$ cat src/hw/rtl/lias_pkg.sv
// ----------------------------------------------------------------------------
// lias_pkg
// Shared types, constants and the reference sine function for the lock-in
// amplitude statistics block.
// ----------------------------------------------------------------------------
package lias_pkg;

  // Field widths
  localparam int FREQ_W   = 20;
  localparam int RD_CNT_W = 11;
  localparam int SM_CNT_W = 13;
  localparam int RAW_W    = 16;
  localparam int TIME_W   = 24;
  localparam int AMP_W    = 19;
  localparam int V_W      = 19;
  localparam int PROD_W   = FREQ_W + TIME_W;
  localparam int MAC_W    = 35;
  localparam int SUM_W    = 48;
  localparam int ASUM_W   = 32;
  localparam int WIDE_W   = 64;
  localparam int DVS_W    = 32;

  // Count limits
  localparam int MAX_SAMPLES  = 4096;
  localparam int MAX_READINGS = 1024;

  // Reference table geometry
  localparam int SINE_TABLE_DEPTH = 1024;
  localparam int TAB_IDX_W        = $clog2(SINE_TABLE_DEPTH);
  localparam int QTR_DEPTH        = SINE_TABLE_DEPTH / 4;
  localparam int QTR_W            = $clog2(QTR_DEPTH);
  localparam int QTAB_W           = QTR_W + 1;

  // Phase arithmetic: one turn is a million parts
  localparam int PH_W       = 20;
  localparam int PHASE_MOD  = 1000000;
  localparam int COS_OFFSET = 250000;
  localparam int MOD_STEPS  = 4;   // estimate, subtract, two corrections
  localparam int IDX_STEPS  = 2;   // estimate, one correction
  localparam int EST_W      = 32;  // top bits of the product used for the estimate
  localparam int RECIP_W    = 25;
  // floor(2^44 / PHASE_MOD): quotient estimate never overshoots
  localparam logic [RECIP_W-1:0] PHASE_RECIP = 25'd17592186;

  localparam logic [AMP_W-1:0] AMP_MAX = '1;
  localparam longint Q30 = 64'sd1073741824;

  // Configuration register indexes
  localparam logic [1:0] CFG_FREQ     = 2'd0;
  localparam logic [1:0] CFG_READINGS = 2'd1;
  localparam logic [1:0] CFG_SAMPLES  = 2'd2;

  // Result kinds
  localparam logic KIND_AMP  = 1'b0;
  localparam logic KIND_STAT = 1'b1;

  typedef struct packed {
    logic signed [V_W-1:0] v;
    logic [TAB_IDX_W-1:0]  sin_idx;
    logic [TAB_IDX_W-1:0]  cos_idx;
  } item_t;

  typedef enum logic [2:0] {
    F_IDLE, F_MUL, F_MOD, F_PRE, F_IDX, F_PUSH
  } front_state_e;

  typedef enum logic [4:0] {
    B_IDLE, B_SIN, B_COS, B_ACC, B_DIV_I, B_DIV_Q, B_SQ_I, B_SQ_Q, B_SQ_ADD,
    B_SQRT_A, B_AMP_OUT, B_AMP_SQ, B_MEAN, B_SD_MUL_A, B_SD_MUL_B, B_SD_SUB,
    B_SD_DIV, B_SD_SQRT, B_STAT_OUT
  } back_state_e;

  // sin(pi/2 * u), u in Q30 over [0, 2^30], result Q14 (elaboration only)
  function automatic longint sine_q14(input longint u);
    longint u2;
    longint t;
    longint s;
    u2 = u * u / Q30;
    t  = 64'sd172272;
    t  = -64'sd5026995 + t * u2 / Q30;
    t  = 64'sd85569306 + t * u2 / Q30;
    t  = -64'sd693598670 + t * u2 / Q30;
    t  = 64'sd1686629713 + t * u2 / Q30;
    s  = t * u / Q30;
    if (s < 0) s = 0;
    if (s > Q30) s = Q30;
    return (s + 32768) / 65536;
  endfunction

endpackage

$ cat src/hw/rtl/lias_front.sv
// ----------------------------------------------------------------------------
// lias_front
// Takes converter words, forms the signed voltage, works out the sine and
// cosine table indexes from the sample time and queues the result.
// ----------------------------------------------------------------------------
module lias_front (
  input  logic                            clk_i,
  input  logic                            rst_ni,
  input  logic                            in_valid_i,
  output logic                            in_ready_o,
  input  logic [lias_pkg::RAW_W-1:0]      raw_sample_i,
  input  logic [lias_pkg::TIME_W-1:0]     sample_time_us_i,
  input  logic [lias_pkg::FREQ_W-1:0]     freq_i,
  output logic                            q_valid_o,
  output lias_pkg::item_t                 q_item_o,
  input  logic                            q_pop_i
);
  import lias_pkg::*;

  localparam int QE_W  = EST_W + RECIP_W;
  localparam int CHK_W = PH_W + TAB_IDX_W;

  front_state_e state_q, state_d;

  logic signed [V_W-1:0] s_ext, v_calc, v_q;
  logic [TIME_W-1:0]     t_q;
  logic [PROD_W-1:0]     rem_q;
  logic [RECIP_W-1:0]    qe_q;
  logic [QE_W-1:0]       qe_prod;
  logic [4:0]            step_q;
  logic [PH_W:0]         rs_q, rc_q, rc_pre;
  logic [PROD_W-1:0]     is_prod, ic_prod;
  logic [CHK_W-1:0]      is_chk, ic_chk;
  logic                  is_up, ic_up;
  logic [TAB_IDX_W-1:0]  is_q, ic_q;

  item_t                 fifo_q [2];
  logic                  wr_ptr_q, rd_ptr_q;
  logic [1:0]            cnt_q;
  logic                  push, pop, accept;

  // Bits 15..1 are a two's complement code; volts in 2^-16 units = 10 * code
  assign s_ext  = {{(V_W - RAW_W + 1){raw_sample_i[RAW_W-1]}}, raw_sample_i[RAW_W-1:1]};
  assign v_calc = (s_ext <<< 3) + (s_ext <<< 1);

  // Quotient estimate of the phase product by one turn (low by at most two)
  assign qe_prod = QE_W'(rem_q[PROD_W-1:PROD_W-EST_W]) * QE_W'(PHASE_RECIP);
  assign rc_pre  = (PH_W+1)'(rem_q[PH_W-1:0]) + (PH_W+1)'(COS_OFFSET);

  // Table index estimates (low by at most one) and their check
  assign is_prod = PROD_W'(rs_q) * PROD_W'(PHASE_RECIP);
  assign ic_prod = PROD_W'(rc_q) * PROD_W'(PHASE_RECIP);
  assign is_chk  = {rs_q[PH_W-1:0], {TAB_IDX_W{1'b0}}} - (CHK_W'(is_q) * CHK_W'(PHASE_MOD));
  assign ic_chk  = {rc_q[PH_W-1:0], {TAB_IDX_W{1'b0}}} - (CHK_W'(ic_q) * CHK_W'(PHASE_MOD));
  assign is_up   = (is_chk >= CHK_W'(PHASE_MOD));
  assign ic_up   = (ic_chk >= CHK_W'(PHASE_MOD));

  // Next state
  always_comb begin
    state_d = state_q;
    case (state_q)
      F_IDLE:  if (in_valid_i) state_d = F_MUL;
      F_MUL:   state_d = F_MOD;
      F_MOD:   if (step_q == 5'(MOD_STEPS - 1)) state_d = F_PRE;
      F_PRE:   state_d = F_IDX;
      F_IDX:   if (step_q == 5'(IDX_STEPS - 1)) state_d = F_PUSH;
      F_PUSH:  if (cnt_q != 2'd2) state_d = F_IDLE;
      default: state_d = F_IDLE;
    endcase
  end

  // Handshake and queue control
  always_comb begin
    in_ready_o = (state_q == F_IDLE);
    accept     = in_ready_o && in_valid_i;
    push       = (state_q == F_PUSH) && (cnt_q != 2'd2);
    pop        = q_pop_i && (cnt_q != 2'd0);
    q_valid_o  = (cnt_q != 2'd0);
    q_item_o   = fifo_q[rd_ptr_q];
  end

  always_ff @(posedge clk_i or negedge rst_ni) begin
    if (!rst_ni) begin
      state_q  <= F_IDLE;
      wr_ptr_q <= 1'b0;
      rd_ptr_q <= 1'b0;
      cnt_q    <= 2'd0;
      step_q   <= 5'd0;
    end else begin
      state_q <= state_d;
      if (push) wr_ptr_q <= ~wr_ptr_q;
      if (pop)  rd_ptr_q <= ~rd_ptr_q;
      case ({push, pop})
        2'b10:   cnt_q <= cnt_q + 2'd1;
        2'b01:   cnt_q <= cnt_q - 2'd1;
        default: cnt_q <= cnt_q;
      endcase
      if (state_q == F_MOD || state_q == F_IDX) begin
        step_q <= (state_d == state_q) ? step_q + 5'd1 : 5'd0;
      end else begin
        step_q <= 5'd0;
      end
    end
  end

  // Phase datapath
  always_ff @(posedge clk_i) begin
    if (accept) begin
      v_q <= v_calc;
      t_q <= sample_time_us_i;
    end
    case (state_q)
      F_MUL: begin
        rem_q <= {{TIME_W{1'b0}}, freq_i} * {{FREQ_W{1'b0}}, t_q};
      end
      F_MOD: begin
        // estimate, take off the estimated turns, then correct
        if (step_q == 5'd0) begin
          qe_q <= qe_prod[QE_W-1:EST_W];
        end else if (step_q == 5'd1) begin
          rem_q <= rem_q - (PROD_W'(qe_q) * PROD_W'(PHASE_MOD));
        end else if (rem_q >= PROD_W'(PHASE_MOD)) begin
          rem_q <= rem_q - PROD_W'(PHASE_MOD);
        end
      end
      F_PRE: begin
        rs_q <= (PH_W+1)'(rem_q[PH_W-1:0]);
        rc_q <= (rc_pre >= (PH_W+1)'(PHASE_MOD)) ? rc_pre - (PH_W+1)'(PHASE_MOD) : rc_pre;
      end
      F_IDX: begin
        if (step_q == 5'd0) begin
          is_q <= is_prod[PROD_W-1:PROD_W-TAB_IDX_W];
          ic_q <= ic_prod[PROD_W-1:PROD_W-TAB_IDX_W];
        end else begin
          is_q <= is_q + TAB_IDX_W'(is_up);
          ic_q <= ic_q + TAB_IDX_W'(ic_up);
        end
      end
      default: ;
    endcase
    if (push) begin
      fifo_q[wr_ptr_q].v       <= v_q;
      fifo_q[wr_ptr_q].sin_idx <= is_q;
      fifo_q[wr_ptr_q].cos_idx <= ic_q;
    end
  end

  a_cnt_bound: assert property (@(posedge clk_i) disable iff (!rst_ni) cnt_q <= 2'd2)
    else $error("front queue count out of range");
  a_full_hold: assert property (@(posedge clk_i) disable iff (!rst_ni)
    (state_q == F_PUSH && cnt_q == 2'd2 && !q_pop_i) |=> state_q == F_PUSH)
    else $error("front pushed into a full queue");

endmodule

$ cat config.mk
export PLATFORM = sky130hd
export DESIGN_NAME = lias_front
export DESIGN_NICKNAME = d
export VERILOG_FILES = /design/src/hw/rtl/lias_pkg.sv /design/src/hw/rtl/lias_front.sv
export SDC_FILE = /design/constraint.sdc
export NUM_CORES = 2
export LEC_CHECK = 0
export ABC_AREA = 1
export BUFFER_PORTS_ARGS = -buffer_cell sky130_fd_sc_hd__clkbuf_2
export CAP_MARGIN = 10
export CORE_MARGIN = 2
export CORE_UTILIZATION = 37
export DETAILED_ROUTE_END_ITERATION = 8
export PLACE_DENSITY = 0.63
export SETUP_SLACK_MARGIN = 0.3
export SYNTH_ARGS = -nofsm -noshare
export SYNTH_HDL_FRONTEND = slang
export SYNTH_SLANG_ARGS = --single-unit
$ cat constraint.sdc
create_clock -name clk_i -period 9.15 [get_ports clk_i]
set_input_delay 0.4575 -clock clk_i [delete_from_list [all_inputs] [get_ports clk_i]]
set_output_delay 0.4575 -clock clk_i [all_outputs]
set_load 0.02 [all_outputs]
# [Word level (Yosys, flattened, before mapping)]
# Memory sizes are Yosys's and may differ from the RTL's.
# Index checks and enable logic that the tools add are counted.
[totals] register_bits=185 latch_bits=0 ram_bits=78 rom_bits=0 out_inout_bits=41 n_memories=1
[memory_table] name="fifo_q" words=2 width=39 read_ports=1 rd_ports_with_merged_regs=0 write_ports=1 line_no="lias_front.sv:37" text="item_t fifo_q [2];"
[classes] addsub=12 n_mul=7 div_mod_pow=0 n_lt_le_gt_ge=4 eq_ne=13 shift=0 muxes=17 bitwise=2 reduce_logical=11
[op_table] cell="$mux 44" n=3
[op_table] cell="$pmux 44 s2" n=1
[op_table] cell="$ge 30x20->1 const B" n=2
[op_table] cell="$sub 30x30->30" n=2
[op_table] cell="$mul 32x24->56 const B" n=1
[op_table] cell="$mul 10x14->24 const B" n=2
[op_table] cell="$ge 44x20->1 const B" n=1
[op_table] cell="$mul 20x24->44" n=1
[op_table] cell="$sub 44x20->44 const B" n=1
[op_table] cell="$sub 44x44->44" n=1
[op_table] cell="$mul 20x24->43 const B" n=1
[op_table] cell="$mul 21x24->43 const B" n=1
[op_table] cell="$mul 25x14->38 const B" n=1
[op_table] cell="$add 20x18->21 const B" n=1
[op_table] cell="$ge 21x20->1 const B" n=1
[op_table] cell="$mux 21" n=1
[op_table] cell="$sub 21x20->21 const B" n=1
[op_table] cell="$add 10x1->10" n=2
[op_table] cell="$mux 10" n=2
[op_table] cell="$add 18x16->19" n=1
[op_table] cell="$pmux 3 s6" n=1
[op_table] cell="$mux 3" n=4
[op_table] cell="$mux 5" n=2
[op_table] cell="$eq 3x2->1 const B" n=2
[op_table] cell="other kinds (22)" n=30

# [Longest topological paths before layout]
[logic_depth] depth_word=6 depth_mapped=37 ltp_nobuf=37

# [Least setup slack after synthesis]
# No wires, ideal clock.
[synth_path] path_kind="reg-to-reg" from="register ic_q[1]" to="register ic_q[8] (data pin)" arrival_ps=6418 required_ps=8882 path_slack_ps=2464 path_stages_with_launch=38 n_path_buf=0 period_less_slack_ps=6686 path_cell_list="edfxtp_1 inv_1 fa_1 inv_1 ha_1 fa_1 inv_1 fa_1 fa_1 inv_1 ha_1 nand2_1 inv_1 a21oi_1 nand2_1 a31oi_1 o21ai_0 a21oi_1 (+2 left out) inv_1 nor3_1 nand2_1 nor4_1 nand2_1 nand3_1 inv_1 nand3_1 nand3_1 nor2_1 nand4_1 ha_1 ha_1 nand2_1 inv_1 nand4_1 xor2_1 o21ai_0"
[synth_via] elab_chain_cells=5
[synth_rtl] item="from (decl)" line_no="lias_front.sv:35" text="logic [TAB_IDX_W-1:0] is_q, ic_q;"
[synth_rtl] item="from (signal assigned)" line_no="lias_front.sv:133" text="ic_q <= ic_prod[PROD_W-1:PROD_W-TAB_IDX_W];"
[synth_rtl] item="from (signal assigned)" line_no="lias_front.sv:136" text="ic_q <= ic_q + TAB_IDX_W'(ic_up);"
[synth_rtl] item="$mul 10x14->24" line_no="lias_front.sv:54" text="assign ic_chk = {rc_q[PH_W-1:0], {TAB_IDX_W{1'b0}}} - (CHK_W'(ic_q) * CHK_W'(PHASE_MOD));"
[synth_rtl] item="$sub 30x30->30" line_no="lias_front.sv:54"
[synth_rtl] item="$ge 30x20->1" line_no="lias_front.sv:56" text="assign ic_up = (ic_chk >= CHK_W'(PHASE_MOD));"
[synth_rtl] item="$add 10x1->10 *" line_no="lias_front.sv:136"
[synth_rtl] item="$mux 10 *" line_no="lias_front.sv:131" text="if (step_q == 5'd0) begin"
# Mark *: on every way between the ends. The rest lies on a longest branch, timed or not.
# A chain may end at the register's enable or synchronous reset.

# [Final worst setup path]
# Ends and elaborated chain as after synthesis.

==> metrics.txt <==
Max Cap Viol=0; slew margin rel.=0.244; Max Freq=0.130 GHz; Worst Hold Launch=sample_time_us_i[4]; Yosys top cell by area=fa_1; Die Span Y=454 um; top_reg_cell synth=edfxtp_1; Die Span X=454 um; Pins Over Slew Limit=0; slowest CP cell=edfxtp_1; Final Instance Area=80,100 sq um; CTS H-Tree Depth=2; fraction of layout cells with a size suffix above 1=0.0325; Slew @ Worst Pin=1.13 ns; DR pass1 iterations=6; Root Driver=clkbuf_16; top-count cell post-synth=inv_1; Min Hold Slack=0.0419 ns; Placer Congestion=0.939; Max Root-Sink Buffers=3; Final Critical Period=7.70 ns; count of cell types in the netlist=62; CP Class=reg -> reg; CTS tree=yes; Worst setup startpoint=ic_q[1]$_DFFE_PP_; Syn. warnings=0; core box area=202,000 sq um; reg-to-reg critical path startpoint=ic_q[1]$_DFFE_PP_; #FFs+latches synth=256; Total Wirelength=208,000 um; RSZ-0062 raised after global routing=false; Avg Inst Size Synth=8.37 sq um; Syn Nets=11.5k; Congestion Overflow GR=0; share of the synthesized area in the top cell type=0.327; register area share after synthesis=0.102; Worst-Skew Late Latency=0.63 ns; synth cell count leaders=inv_1 (2,329), nand2_1 (1,613), ha_1 (1,232); post-detailed-route wirelength per cell=17.7 um; Tcrit/Tclk final=0.842; Final ANT Viol Nets=0; required time of the critical path=9.48 ns; vias in the first global route=60.9k; total track usage=0.206; CTS clk-pin slew, worst paths=0.06 ns; HPWL after DPL=180,000 um; CTS sink cnt=256; full die area=206,000 sq um; Post-synth EDFFs=244; Final Core Density=0.397; area grow syn2layout=6.90%; outcome=finished, final reports clean; final setup vio count=0; Crit path largest cell delay=0.57 ns; Fin. Hold Viols=0; pin count of the biggest net entering global routing=48; CTS Buf Count=34; Gate Count Post-Synth=8,952; drt first-iter violations=3,450; crit end category=flip-flop; Synth area leaders=fa_1 (33%), ha_1 (21%), inv_1 (12%); crit path max fanout=9; initial core utilization=0.371; Row Count=165; Synth async-reset ratio=0.0469; DRC Markers=0; setup TNS=0 ns; CP Launch Type=flip-flop; worst min path class=in -> reg; net count reported at finish=11.6k; DP Area=78,700 sq um; synthesized area=74,900 sq um; arrival time worst endpoint=8.03 ns; first-pass GRT wire length=334,000 um; crit-path most repeated cell=inv_1; worst clock skew=0.0474 ns; initial antenna violation count=5; Via density=4.96; # IOs=105; IO buf count=102; vias post-DR=58.2k
[area by class of cell]
type                    instances  area (sq um)
diodes                          1          2.50
clock buffers                  38           887
clock inverters                24           234
fillers                     20300        122000
inverters                    2340          8780
multi-input cells            6237         58000
flip-flops and latches        256          7630
well taps                    2672          3340
repair buffers                178          1130
[state kept, by name, indices dropped and copies added (netlist names)]
name / count
fifo_q: 76
rem_q: 44
qe_q: 25
t_q: 24
rc_q: 21
v_q: 18
rs_q: 16
ic_q: 10
is_q: 10
step_q: 5
state_q: 3
cnt_q: 2
rd_ptr_q: 1
wr_ptr_q: 1
[metrics by stage]
| stage | cells | setup slack (ns) |
|---|---|---|
| after floorplan | 8952 | 2.46 |
| after global placement | 11700 | 1.39 |
| after detailed placement | 11700 | 1.52 |
| after CTS | 11700 | 1.49 |
| after global routing | 11700 | 0.770 |
| final | 11700 | 1.45 |
[logic make-up after synthesis]
group / share of synthesized area
AND/OR/NAND/NOR: 0.144
buffers and inverters: 0.124
adder cells (fa/ha/maj): 0.532
AO/OA/AOI/OAI: 0.0711
flip-flops: 0.102
XOR/XNOR: 0.0267
multiplexers: 0.000267
other: 0.0000501
[final timing paths]
path	endpoint	slack [ns]	cells after the start
min reg2reg	fifo_q[1][35]$_DFFE_PP_	0.44	0
max in group asynchronous	cnt_q[0]$_DFFE_PN0P_	8.37	2
min	t_q[4]$_DFFE_PP_	0.04	1
min in group asynchronous	rd_ptr_q$_DFFE_PN0P_	0.42	2
max reg2reg	ic_q[8]$_DFFE_PP_	1.45	37
max	ic_q[8]$_DFFE_PP_	1.45	37
[placed cells by master, fill, tap and decap left out, types with 6 or more instances in the layout]
cell	n
inv_1	2329
nand2_1	1613
ha_1	1232
fa_1	1222
nor2_1	503
a21oi_1	378
o21ai_0	295
nand3_1	257
edfxtp_1	244
xor2_1	137
clkbuf_2	102
xnor2_1	82
nor3_1	71
a21o_1	63
a31oi_1	61
nand4_1	57
buf_4	55
clkbuf_16	35
nor4_1	30
o21bai_1	28
a21boi_0	22
dlygate4sd3_1	21
or2_2	19
o21a_1	18
nand3b_1	17
o211ai_1	16
nand2_2	12
dfrtp_1	12
a211oi_1	10
inv_2	9
o21ai_2	9
nand3_2	8
o31ai_1	7
and3_1	7
clkinv_1	6
nor2_4	6
[layer usage]
metal	part of all wire	global-route usage	vias up
met5	0.000038	0	-
met2	0.48	0.354	1448
met1	0.44	0.273	28700
li1	-	-	27800
met4	0.031	0.0572	2
met3	0.049	0.0216	282
[worst max-delay path, delay by kind of cell (launching register included)]
kind | cells | cell delay [ns]
compound gates | 5 | 0.85
xor+xnor | 2 | 0.43
fa+ha+maj | 9 | 3.44
buf+inv | 8 | 0.54
flops | 1 | 0.57
simple gates | 13 | 1.58
[timing repair]
action	CTS	global route
hold endpoints to repair	32	0
hold buffers	21	0
setup buffers	0	0
gates resized for setup	0	0
Power is not shown: default switching activity piles up to over one toggle a cycle in this logic, so the estimate is an artifact.
